`config.mk`:
```
export PLATFORM = sky130hd
export DESIGN_NAME = bounded_deque_with_positional_ops_core
export DESIGN_NICKNAME = d
export VERILOG_FILES = /design/src/rtl/bdq_pkg.sv /design/src/rtl/bdq_datapath.sv /design/src/rtl/bdq_ctrl.sv /design/src/rtl/bounded_deque_with_positional_ops_core.sv
export SDC_FILE = /design/constraint.sdc
export NUM_CORES = 1
export LEC_CHECK = 0
export BUFFER_PORTS_ARGS = -buffer_cell sky130_fd_sc_hd__buf_4
export CAP_MARGIN = 10
export CORE_MARGIN = 2
export CORE_UTILIZATION = 50
export DETAILED_ROUTE_END_ITERATION = 10
export GPL_ROUTABILITY_DRIVEN = 0
export PLACE_DENSITY = 0.62
export SKIP_CTS_REPAIR_TIMING = 1
export SLEW_MARGIN = 20
export SYNTH_ARGS = -nofsm -noshare
export SYNTH_HDL_FRONTEND = slang
export SYNTH_SLANG_ARGS = --single-unit
```
`constraint.sdc`:
```
create_clock -name clk -period 7.3 [get_ports clk]
set_input_delay 1.46 -clock clk [delete_from_list [all_inputs] [get_ports clk]]
set_output_delay 1.46 -clock clk [all_outputs]
set_load 0.01 [all_outputs]
```
`src/rtl/bdq_pkg.sv`:
```
// ----------------------------------------------------------------------------
// bdq_pkg - shared definitions for the bounded deque
// Widths, command and status codes, and the control bundles that pass
// between the deque controller and its datapath.
// ----------------------------------------------------------------------------
package bdq_pkg;

    // Store geometry.
    localparam int CAPACITY = 32;
    localparam int ADDR_W   = $clog2(CAPACITY);
    localparam int PTR_W    = $clog2(CAPACITY + 1);
    localparam int POS_W    = 6;
    localparam int DATA_W   = 32;

    // Command codes carried by the action field.
    typedef enum logic [2:0] {
        ACT_ADD_FRONT = 3'd0,
        ACT_ADD_BACK  = 3'd1,
        ACT_REM_FRONT = 3'd2,
        ACT_REM_BACK  = 3'd3,
        ACT_CLEAR     = 3'd4,
        ACT_DUMP      = 3'd5,
        ACT_INS_AFTER = 3'd6,
        ACT_REM_AT    = 3'd7
    } action_t;

    // Result status codes.
    typedef enum logic [1:0] {
        ST_OK     = 2'd0,
        ST_EMPTY  = 2'd1,
        ST_BADPOS = 2'd2,
        ST_FULL   = 2'd3
    } status_t;

    // Kind of a store read: a shift towards the back, a shift towards the
    // front, or a dump read that produces a result.
    typedef enum logic [1:0] {
        RD_UP   = 2'd0,
        RD_DOWN = 2'd1,
        RD_DUMP = 2'd2
    } rd_kind_t;

    // Length update.
    typedef enum logic [1:0] {
        LEN_HOLD = 2'd0,
        LEN_INC  = 2'd1,
        LEN_DEC  = 2'd2,
        LEN_CLR  = 2'd3
    } len_op_t;

    // Commands from controller to datapath.
    typedef struct packed {
        logic     capture;
        logic     setup;
        logic     rd_en;
        rd_kind_t rd_kind;
        logic     ptr_inc;
        logic     ptr_dec;
        logic     put_val;
        len_op_t  len_op;
        logic     emit;
        status_t  status;
    } dp_cmd_t;

    // Status from datapath to controller.
    typedef struct packed {
        action_t action;
        logic    len_zero;
        logic    len_full;
        logic    pos_bad;
        logic    ptr_at_tgt;
        logic    ptr_below_len;
    } dp_stat_t;

endpackage

```
`src/rtl/bdq_datapath.sv`:
```
// ----------------------------------------------------------------------------
// bdq_datapath - element store, pointers and result formatting
// Holds the slot memory, the length, the walking pointer and the gap index.
// Each shift read is written back one place up or down in the next cycle.
// ----------------------------------------------------------------------------
module bdq_datapath (
    input  logic                              clk,
    input  logic                              rst_n,
    input  bdq_pkg::dp_cmd_t                  cmd,
    output bdq_pkg::dp_stat_t                 stat,
    input  logic [2:0]                        action,
    input  logic [bdq_pkg::POS_W-1:0]         position,
    input  logic signed [bdq_pkg::DATA_W-1:0] value,
    output logic                              done,
    output logic [1:0]                        status,
    output logic signed [bdq_pkg::DATA_W-1:0] element,
    output logic                              last
);

    localparam int CMP_W =
        ((bdq_pkg::POS_W > bdq_pkg::PTR_W) ? bdq_pkg::POS_W : bdq_pkg::PTR_W) + 1;

    // Captured command.
    bdq_pkg::action_t                  action_reg;
    logic [bdq_pkg::POS_W-1:0]         position_reg;
    logic signed [bdq_pkg::DATA_W-1:0] value_reg;

    // Control registers.
    logic [bdq_pkg::PTR_W-1:0]  len_reg, len_next;
    logic [bdq_pkg::PTR_W-1:0]  ptr_reg, ptr_next;
    logic [bdq_pkg::PTR_W-1:0]  tgt_reg, tgt_next;
    logic                       rd_valid_reg;
    bdq_pkg::rd_kind_t          rd_kind_reg;
    logic [bdq_pkg::ADDR_W-1:0] rd_addr_reg;
    logic                       emit_reg;
    bdq_pkg::status_t           status_reg;

    // Store.
    logic signed [bdq_pkg::DATA_W-1:0] mem [bdq_pkg::CAPACITY];
    logic signed [bdq_pkg::DATA_W-1:0] rdata_reg;

    logic [bdq_pkg::PTR_W-1:0]         ptr_m1;
    logic [bdq_pkg::PTR_W-1:0]         len_m1;
    logic [bdq_pkg::POS_W-1:0]         pos_m1;
    logic [bdq_pkg::ADDR_W-1:0]        rd_addr;
    logic                              wr_en;
    logic [bdq_pkg::ADDR_W-1:0]        wr_addr;
    logic signed [bdq_pkg::DATA_W-1:0] wr_data;
    logic                              dump_valid;

    assign ptr_m1 = ptr_reg - 1'b1;
    assign len_m1 = len_reg - 1'b1;
    assign pos_m1 = position_reg - 1'b1;

    // Status back to the controller.
    always_comb
    begin
        stat.action        = action_reg;
        stat.len_zero      = (len_reg == '0);
        stat.len_full      = (len_reg == bdq_pkg::PTR_W'(bdq_pkg::CAPACITY));
        stat.pos_bad       = (position_reg == '0) ||
                             (CMP_W'(position_reg) > CMP_W'(len_reg));
        stat.ptr_at_tgt    = (ptr_reg == tgt_reg);
        stat.ptr_below_len = (ptr_reg < len_reg);
    end

    // Gap index and starting pointer for the captured command.
    always_comb
    begin
        tgt_next = tgt_reg;
        ptr_next = ptr_reg;
        if (cmd.setup)
        begin
            case (action_reg)
                bdq_pkg::ACT_ADD_BACK:  tgt_next = len_reg;
                bdq_pkg::ACT_INS_AFTER: tgt_next = bdq_pkg::PTR_W'(position_reg);
                bdq_pkg::ACT_REM_AT:    tgt_next = bdq_pkg::PTR_W'(pos_m1);
                default:                tgt_next = '0;
            endcase
            case (action_reg) inside
                bdq_pkg::ACT_ADD_FRONT,
                bdq_pkg::ACT_ADD_BACK,
                bdq_pkg::ACT_INS_AFTER: ptr_next = len_reg;
                bdq_pkg::ACT_DUMP:      ptr_next = '0;
                default:                ptr_next = tgt_next + 1'b1;
            endcase
        end
        else if (cmd.ptr_inc)
        begin
            ptr_next = ptr_reg + 1'b1;
        end
        else if (cmd.ptr_dec)
        begin
            ptr_next = ptr_m1;
        end
    end

    // Length update.
    always_comb
    begin
        case (cmd.len_op)
            bdq_pkg::LEN_INC: len_next = len_reg + 1'b1;
            bdq_pkg::LEN_DEC: len_next = len_m1;
            bdq_pkg::LEN_CLR: len_next = '0;
            default:          len_next = len_reg;
        endcase
    end

    // Read address: an upward shift reads the element below the pointer.
    assign rd_addr = (cmd.rd_kind == bdq_pkg::RD_UP) ? ptr_m1[bdq_pkg::ADDR_W-1:0]
                                                     : ptr_reg[bdq_pkg::ADDR_W-1:0];

    // Single write port: the new value, or the write-back of a shift read.
    always_comb
    begin
        wr_en   = 1'b0;
        wr_addr = rd_addr_reg;
        wr_data = rdata_reg;
        if (cmd.put_val)
        begin
            wr_en   = 1'b1;
            wr_addr = tgt_reg[bdq_pkg::ADDR_W-1:0];
            wr_data = value_reg;
        end
        else if (rd_valid_reg && (rd_kind_reg == bdq_pkg::RD_UP))
        begin
            wr_en   = 1'b1;
            wr_addr = rd_addr_reg + 1'b1;
        end
        else if (rd_valid_reg && (rd_kind_reg == bdq_pkg::RD_DOWN))
        begin
            wr_en   = 1'b1;
            wr_addr = rd_addr_reg - 1'b1;
        end
    end

    // Slot memory with registered read data.
    always_ff @(posedge clk)
    begin
        if (wr_en)
        begin
            mem[wr_addr] <= wr_data;
        end
        if (cmd.rd_en)
        begin
            rdata_reg <= mem[rd_addr];
        end
    end

    // Captured command fields.
    always_ff @(posedge clk)
    begin
        if (cmd.capture)
        begin
            action_reg   <= bdq_pkg::action_t'(action);
            position_reg <= position;
            value_reg    <= value;
        end
        if (cmd.rd_en)
        begin
            rd_addr_reg <= rd_addr;
            rd_kind_reg <= cmd.rd_kind;
        end
        if (cmd.emit)
        begin
            status_reg <= cmd.status;
        end
    end

    // Control state.
    always_ff @(posedge clk or negedge rst_n)
    begin
        if (!rst_n)
        begin
            len_reg      <= '0;
            ptr_reg      <= '0;
            tgt_reg      <= '0;
            rd_valid_reg <= 1'b0;
            emit_reg     <= 1'b0;
        end
        else
        begin
            len_reg      <= len_next;
            ptr_reg      <= ptr_next;
            tgt_reg      <= tgt_next;
            rd_valid_reg <= cmd.rd_en;
            emit_reg     <= cmd.emit;
        end
    end

    // Result transaction: a status result or a dumped element.
    assign dump_valid = rd_valid_reg && (rd_kind_reg == bdq_pkg::RD_DUMP);
    assign done       = emit_reg || dump_valid;
    assign status     = emit_reg ? status_reg : bdq_pkg::ST_OK;
    assign element    = dump_valid ? rdata_reg : '0;
    assign last       = emit_reg ||
                        (dump_valid && (bdq_pkg::PTR_W'(rd_addr_reg) == len_m1));

endmodule

```
`src/rtl/bdq_ctrl.sv`:
```
// ----------------------------------------------------------------------------
// bdq_ctrl - command sequencer for the bounded deque
// Decodes the captured command, checks it against the list state and steps
// the datapath through shifts, dumps and length updates.
// ----------------------------------------------------------------------------
module bdq_ctrl (
    input  logic              clk,
    input  logic              rst_n,
    input  logic              start,
    output logic              busy,
    output bdq_pkg::dp_cmd_t  cmd,
    input  bdq_pkg::dp_stat_t stat
);

    typedef enum logic [2:0] {
        S_IDLE,
        S_DECIDE,
        S_OPEN,
        S_PUT,
        S_CLOSE,
        S_DUMP
    } state_t;

    state_t state_reg, state_next;
    logic   busy_reg;

    // Next state and datapath commands.
    always_comb
    begin
        state_next  = state_reg;
        cmd         = '0;
        cmd.rd_kind = bdq_pkg::RD_UP;
        cmd.len_op  = bdq_pkg::LEN_HOLD;
        cmd.status  = bdq_pkg::ST_OK;
        unique case (state_reg)
            S_IDLE:
            begin
                if (start)
                begin
                    cmd.capture = 1'b1;
                    state_next  = S_DECIDE;
                end
            end
            S_DECIDE:
            begin
                cmd.setup = 1'b1;
                unique case (stat.action) inside
                    bdq_pkg::ACT_ADD_FRONT,
                    bdq_pkg::ACT_ADD_BACK:
                    begin
                        if (stat.len_full)
                        begin
                            cmd.emit   = 1'b1;
                            cmd.status = bdq_pkg::ST_FULL;
                            state_next = S_IDLE;
                        end
                        else
                        begin
                            state_next = S_OPEN;
                        end
                    end
                    bdq_pkg::ACT_REM_FRONT:
                    begin
                        if (stat.len_zero)
                        begin
                            cmd.emit   = 1'b1;
                            cmd.status = bdq_pkg::ST_EMPTY;
                            state_next = S_IDLE;
                        end
                        else
                        begin
                            state_next = S_CLOSE;
                        end
                    end
                    bdq_pkg::ACT_REM_BACK,
                    bdq_pkg::ACT_CLEAR:
                    begin
                        cmd.emit   = 1'b1;
                        state_next = S_IDLE;
                        if (stat.len_zero)
                        begin
                            cmd.status = bdq_pkg::ST_EMPTY;
                        end
                        else if (stat.action == bdq_pkg::ACT_CLEAR)
                        begin
                            cmd.len_op = bdq_pkg::LEN_CLR;
                        end
                        else
                        begin
                            cmd.len_op = bdq_pkg::LEN_DEC;
                        end
                    end
                    bdq_pkg::ACT_DUMP:
                    begin
                        if (stat.len_zero)
                        begin
                            cmd.emit   = 1'b1;
                            cmd.status = bdq_pkg::ST_EMPTY;
                            state_next = S_IDLE;
                        end
                        else
                        begin
                            state_next = S_DUMP;
                        end
                    end
                    bdq_pkg::ACT_INS_AFTER:
                    begin
                        if (stat.pos_bad)
                        begin
                            cmd.emit   = 1'b1;
                            cmd.status = bdq_pkg::ST_BADPOS;
                            state_next = S_IDLE;
                        end
                        else if (stat.len_full)
                        begin
                            cmd.emit   = 1'b1;
                            cmd.status = bdq_pkg::ST_FULL;
                            state_next = S_IDLE;
                        end
                        else
                        begin
                            state_next = S_OPEN;
                        end
                    end
                    default:
                    begin
                        if (stat.pos_bad)
                        begin
                            cmd.emit   = 1'b1;
                            cmd.status = bdq_pkg::ST_BADPOS;
                            state_next = S_IDLE;
                        end
                        else
                        begin
                            state_next = S_CLOSE;
                        end
                    end
                endcase
            end
            // Walk down from the back, moving each element one place up.
            S_OPEN:
            begin
                if (!stat.ptr_at_tgt)
                begin
                    cmd.rd_en   = 1'b1;
                    cmd.rd_kind = bdq_pkg::RD_UP;
                    cmd.ptr_dec = 1'b1;
                end
                else
                begin
                    state_next = S_PUT;
                end
            end
            // Drop the new value into the gap.
            S_PUT:
            begin
                cmd.put_val = 1'b1;
                cmd.len_op  = bdq_pkg::LEN_INC;
                cmd.emit    = 1'b1;
                state_next  = S_IDLE;
            end
            // Walk up from the gap, moving each element one place down.
            S_CLOSE:
            begin
                if (stat.ptr_below_len)
                begin
                    cmd.rd_en   = 1'b1;
                    cmd.rd_kind = bdq_pkg::RD_DOWN;
                    cmd.ptr_inc = 1'b1;
                end
                else
                begin
                    cmd.len_op = bdq_pkg::LEN_DEC;
                    cmd.emit   = 1'b1;
                    state_next = S_IDLE;
                end
            end
            // Read the list front to back; each read becomes a result.
            S_DUMP:
            begin
                if (stat.ptr_below_len)
                begin
                    cmd.rd_en   = 1'b1;
                    cmd.rd_kind = bdq_pkg::RD_DUMP;
                    cmd.ptr_inc = 1'b1;
                end
                else
                begin
                    state_next = S_IDLE;
                end
            end
            default:
            begin
                state_next = S_IDLE;
            end
        endcase
    end

    // State and registered busy flag.
    always_ff @(posedge clk or negedge rst_n)
    begin
        if (!rst_n)
        begin
            state_reg <= S_IDLE;
            busy_reg  <= 1'b0;
        end
        else
        begin
            state_reg <= state_next;
            busy_reg  <= (state_next != S_IDLE);
        end
    end

    assign busy = busy_reg;

endmodule

```
`src/rtl/bounded_deque_with_positional_ops_core.sv`:
```
// ----------------------------------------------------------------------------
// bounded_deque_with_positional_ops_core - bounded list of signed words
// Top level: joins the command sequencer to the store datapath.
// ----------------------------------------------------------------------------
// Usage:
//   A command transaction is taken when start is high and busy is low; the
//   action, position and value ports are sampled at that edge.
//   Results leave on status, element and last, each valid for exactly one
//   cycle while done is high. The receiver cannot stall, so results are
//   never held back.
//   Every command but dump gives one status result with last set. Dump
//   gives one result per element, front to back, last on the final one,
//   or a single empty status for an empty list.
//   Remove back, clear and every refused command give their status
//   straight from the decide step. Adds and insert after move each element
//   from the gap index to the back one place up, and removes move each
//   element behind the gap one place down; the store has one read and one
//   write port and moves one element per cycle. A dump reads the list
//   front to back and shows one element per cycle. A new command is taken
//   once busy falls.
//   Reset empties the list at once; no clearing pass is needed.
// ----------------------------------------------------------------------------
module bounded_deque_with_positional_ops_core (
    input  logic                              clk,
    input  logic                              rst_n,
    input  logic                              start,
    output logic                              busy,
    input  logic [2:0]                        action,
    input  logic [bdq_pkg::POS_W-1:0]         position,
    input  logic signed [bdq_pkg::DATA_W-1:0] value,
    output logic                              done,
    output logic [1:0]                        status,
    output logic signed [bdq_pkg::DATA_W-1:0] element,
    output logic                              last
);

    bdq_pkg::dp_cmd_t  cmd;
    bdq_pkg::dp_stat_t stat;

    // Sequencer.
    bdq_ctrl u_ctrl (
        .clk   (clk),
        .rst_n (rst_n),
        .start (start),
        .busy  (busy),
        .cmd   (cmd),
        .stat  (stat)
    );

    // Store and result path.
    bdq_datapath u_datapath (
        .clk      (clk),
        .rst_n    (rst_n),
        .cmd      (cmd),
        .stat     (stat),
        .action   (action),
        .position (position),
        .value    (value),
        .done     (done),
        .status   (status),
        .element  (element),
        .last     (last)
    );

endmodule

```
==> metrics.md <==
| Metric | Value |
|---|---|
| Outcome | `finished clean` |
| Peak VDD IR | `560 uV` |
| Drt pass-1 iters | `6` |
| Worst path bufs/invs | `3` |
| Warnings, synthesis | `0` |
| Full die area | `roughly 110000 um2` |
| Initial DRC count | `between 6000 and 7000` |
| Clk_skew | `0.0242 ns` |
| Mapped Area | `53100 um2` |
| # nets final | `4673` |
| Int Pwr | `15.7 mW` |
| Layout cells sized above 1 | `0.0948` |
| Final core occ | `0.559` |
| Highest Clock Rate | `0.174 GHz` |
| Antenna violations before repair | `10` |
| Via count | `42092` |
| Comb power frac | `0.466` |
| Num ports | `between 80 and 90` |
| Worst skew pair latency | `about 0.71 ns` |
| Clock sinks | `1130` |
| Fin. Hold Viols | `0` |
| Primary FF master, synth | `edfxtp_1` |
| Number of synthesized register bits | `1130` |
| Avg WL per Cell | `28.4 um` |
| HP Class | `flop to flop` |
| Core area | `105000 um2` |
| Critical path type | `flop to flop` |
| Post-Syn Area per Cell | `11.2 um2` |
| CP Capture Type | `flop` |
| Slew @ Worst Pin | `1.20 ns` |
| Total routed wirelength | `173 mm` |
| Final ANT Viol Nets | `0` |
| DR vias/cell | `6.90` |
| Synth area leader | `edfxtp_1` |
| DR top layer | `met5` |
| Top cells by area, synth | `edfxtp_1, nor3_1, o22ai_1` |
| Sequential cell area fraction in the yosys report | `0.637` |
| Number of I/O port buffers | `80` |
| Area Growth Syn to Fin | `10.7%` |
| Flop pwr share | `0.332` |
| Commonest non-fill, non-tap cell in the layout | `edfxtp_1` |
| Fraction of registers with async set/reset | `0.0212` |
| First-pass GRT wire length | `255 mm` |
| CTS Buf Count | `115` |
| Final setup vio count | `0` |
| RSZ-0062 raised after global routing | `false` |
| Synthesized net count | `4809` |
| TNS Setup | `0 ns` |
| Post-DP HPWL | `93.0 mm` |
| M1 wire length | `approximately 68 mm` |
| Startpoint Class | `flop` |
| Row cnt | `119` |
| Number of global-route vias before repair | `approximately 40000` |
| Worst Path Required | `7.87 ns` |
| NetSw | `12.7 mW` |
| Synth top area share | `0.625` |
| Reg clk slew, reported paths | `0.07 ns` |
| Residual DRC | `0` |
| GRT Overall Usage | `0.313` |
| CP arrival | `6.33 ns` |
| Die extent in y | `330 um` |
| Most frequent cells in the layout | `edfxtp_1, nor3_1, nor2_1, o22ai_1, nor4_1` |
| Tmin final | `between 5 and 6 ns` |
| CTS tree | `yes` |
| Slowest stage delay, CP | `~0.89 ns` |
| Final worst-path cycle share | `0.789` |
| Pwr Density | `482 nW/um2` |
| Max-Cap Viols | `0` |
| H-tree depth | `3` |
| Switch share | `0.448` |
| Max reg flops | `1024` |
| Hold WS | `0.510 ns` |
| Initial core utilization | `0.504` |
| Met3 Wirelength | `slightly above 20 mm` |
| CP max FO | `141` |
| Clk buf depth | `3` |
| Syn Inst Count | `4744` |
| Root Driver | `clkbuf_16` |
| Grt ovf | `0` |
| Critical-path top delay cell | `nor4_1` |
| Max-slew violations | `0` |
| Worst path most repeated cell | `nor4_1` |
| Lkg Pwr | `17.8 nW` |
| Met2 wire length | `79.7 mm` |
| Die W | `330 um` |
| Worst path cell trace | `inv_1 > ha_1 > nand2_1 > nand4b_1 > o21a_4 > buf_12 > buf_4 > nor3_1 > nor4_1 > a21oi_1 > nor4_1 > and4_1` |
| Cell variety after synth | `68` |
| Total Power | `28.4 mW` |
| Critical path's top delay family | `simple AND/OR/NAND/NOR gates` |
| Largest net degree at the start of global routing | `173` |
| Filler Cells Inserted | `approximately 8600` |
| Post-synth EDFFs | `approximately 1100` |
| Clk network pwr share | `0.203` |
| Slew HR | `0.191` |
[final cells by class]
| class | instances | area [um2] | share of cell area |
|---|---|---|---|
| clock inverter | 60 | 505 | 0.00860 |
| sequential | 1130 | 33800 | 0.575 |
| multi-input combinational | 3138 | 17800 | 0.302 |
| timing repair buffer | 205 | 1800 | 0.0307 |
| inverter | 18 | 67.6 | 0.00115 |
| clock buffer | 152 | 3090 | 0.0525 |
| antenna | 2 | 5.00 | 0.0000851 |
| tap | 1391 | 1740 | 0.0296 |
[through the flow]
stage                     setup WS (ns)  std cells  instance area [um2]
after detailed placement           1.77       5880                55100
after global routing               1.27       6094                58800
after floorplan                    1.00       4744                53100
after global placement             1.75       5878                55000
after CTS                          1.77       6092                58700
final                              1.54       6096                58800
[power groups by stage]
stage	clock (mW)	sequential (mW)	combinational (mW)
after floorplan	0	9.16	8.46
after global placement	0	9.54	12.6
after detailed placement	0	9.53	12.8
after CTS	5.79	9.40	12.8
after global routing	6.05	9.44	14.1
final	5.75	9.41	13.2
[routing by layer]
layer | up-vias | track usage
li1 | 18400 | -
met1 | 20889 | 0.436
met2 | 2467 | 0.489
met3 | 334 | 0.0694
met4 | 2 | 0.100
met5 | - | 0
[final timing paths]
kind                                                 end  slack (ns)  cells after the start             startpoint
worst max register to register  u_datapath.rdata_reg[14]        1.54                     12  u_datapath.len_reg[5]
worst max-delay path            u_datapath.rdata_reg[14]        1.54                     12  u_datapath.len_reg[5]
min in group asynchronous          u_datapath.len_reg[0]        0.65                      1                  rst_n
max in group asynchronous          u_datapath.ptr_reg[0]        6.34                      1                  rst_n
worst min-delay path               u_datapath.tgt_reg[5]        0.51                      2  u_datapath.tgt_reg[5]
worst min register to register     u_datapath.tgt_reg[5]        0.51                      2  u_datapath.tgt_reg[5]
[cells by family after synthesis]
logic type / share of synthesized area
AND/OR/NAND/NOR: 0.203
flip-flops: 0.637
AO/OA/AOI/OAI: 0.110
buffers and inverters: 0.0391
XOR/XNOR: 0.00561
adder cells (fa/ha/maj): 0.00495
multiplexers: 0.000778
[Yosys cell counts, drive strengths merged, types with 5 or more instances]
cell type and instances:
edfxtp 1106, nor3 1096, nor2 412, o22ai 320, clkbuf 317, nor4 289
nand2 166, o21ai 161, a21oi 154, buf 141, a31oi 70, or3 70
o31ai 67, o32ai 65, and2 40, and4 33, o311ai 33, dfrtp 24
xnor2 23, ha 21, nand3 19, inv 18, xor2 11, o21a 8
a221oi 6, a32oi 6, nand2b 5
[worst register-to-register path: stages (launching register included)]
cell and delay [ns]:
dfrtp_1 0.71, inv_1 0.18, ha_1 0.34, nand2_1 0.08, nand4b_1 0.26, o21a_4 0.76
buf_12 0.51, buf_4 0.93, nor3_1 0.13, nor4_1 0.39, a21oi_1 0.15, nor4_1 0.89
and4_1 0.30
(Power assumes the default switching activity.)
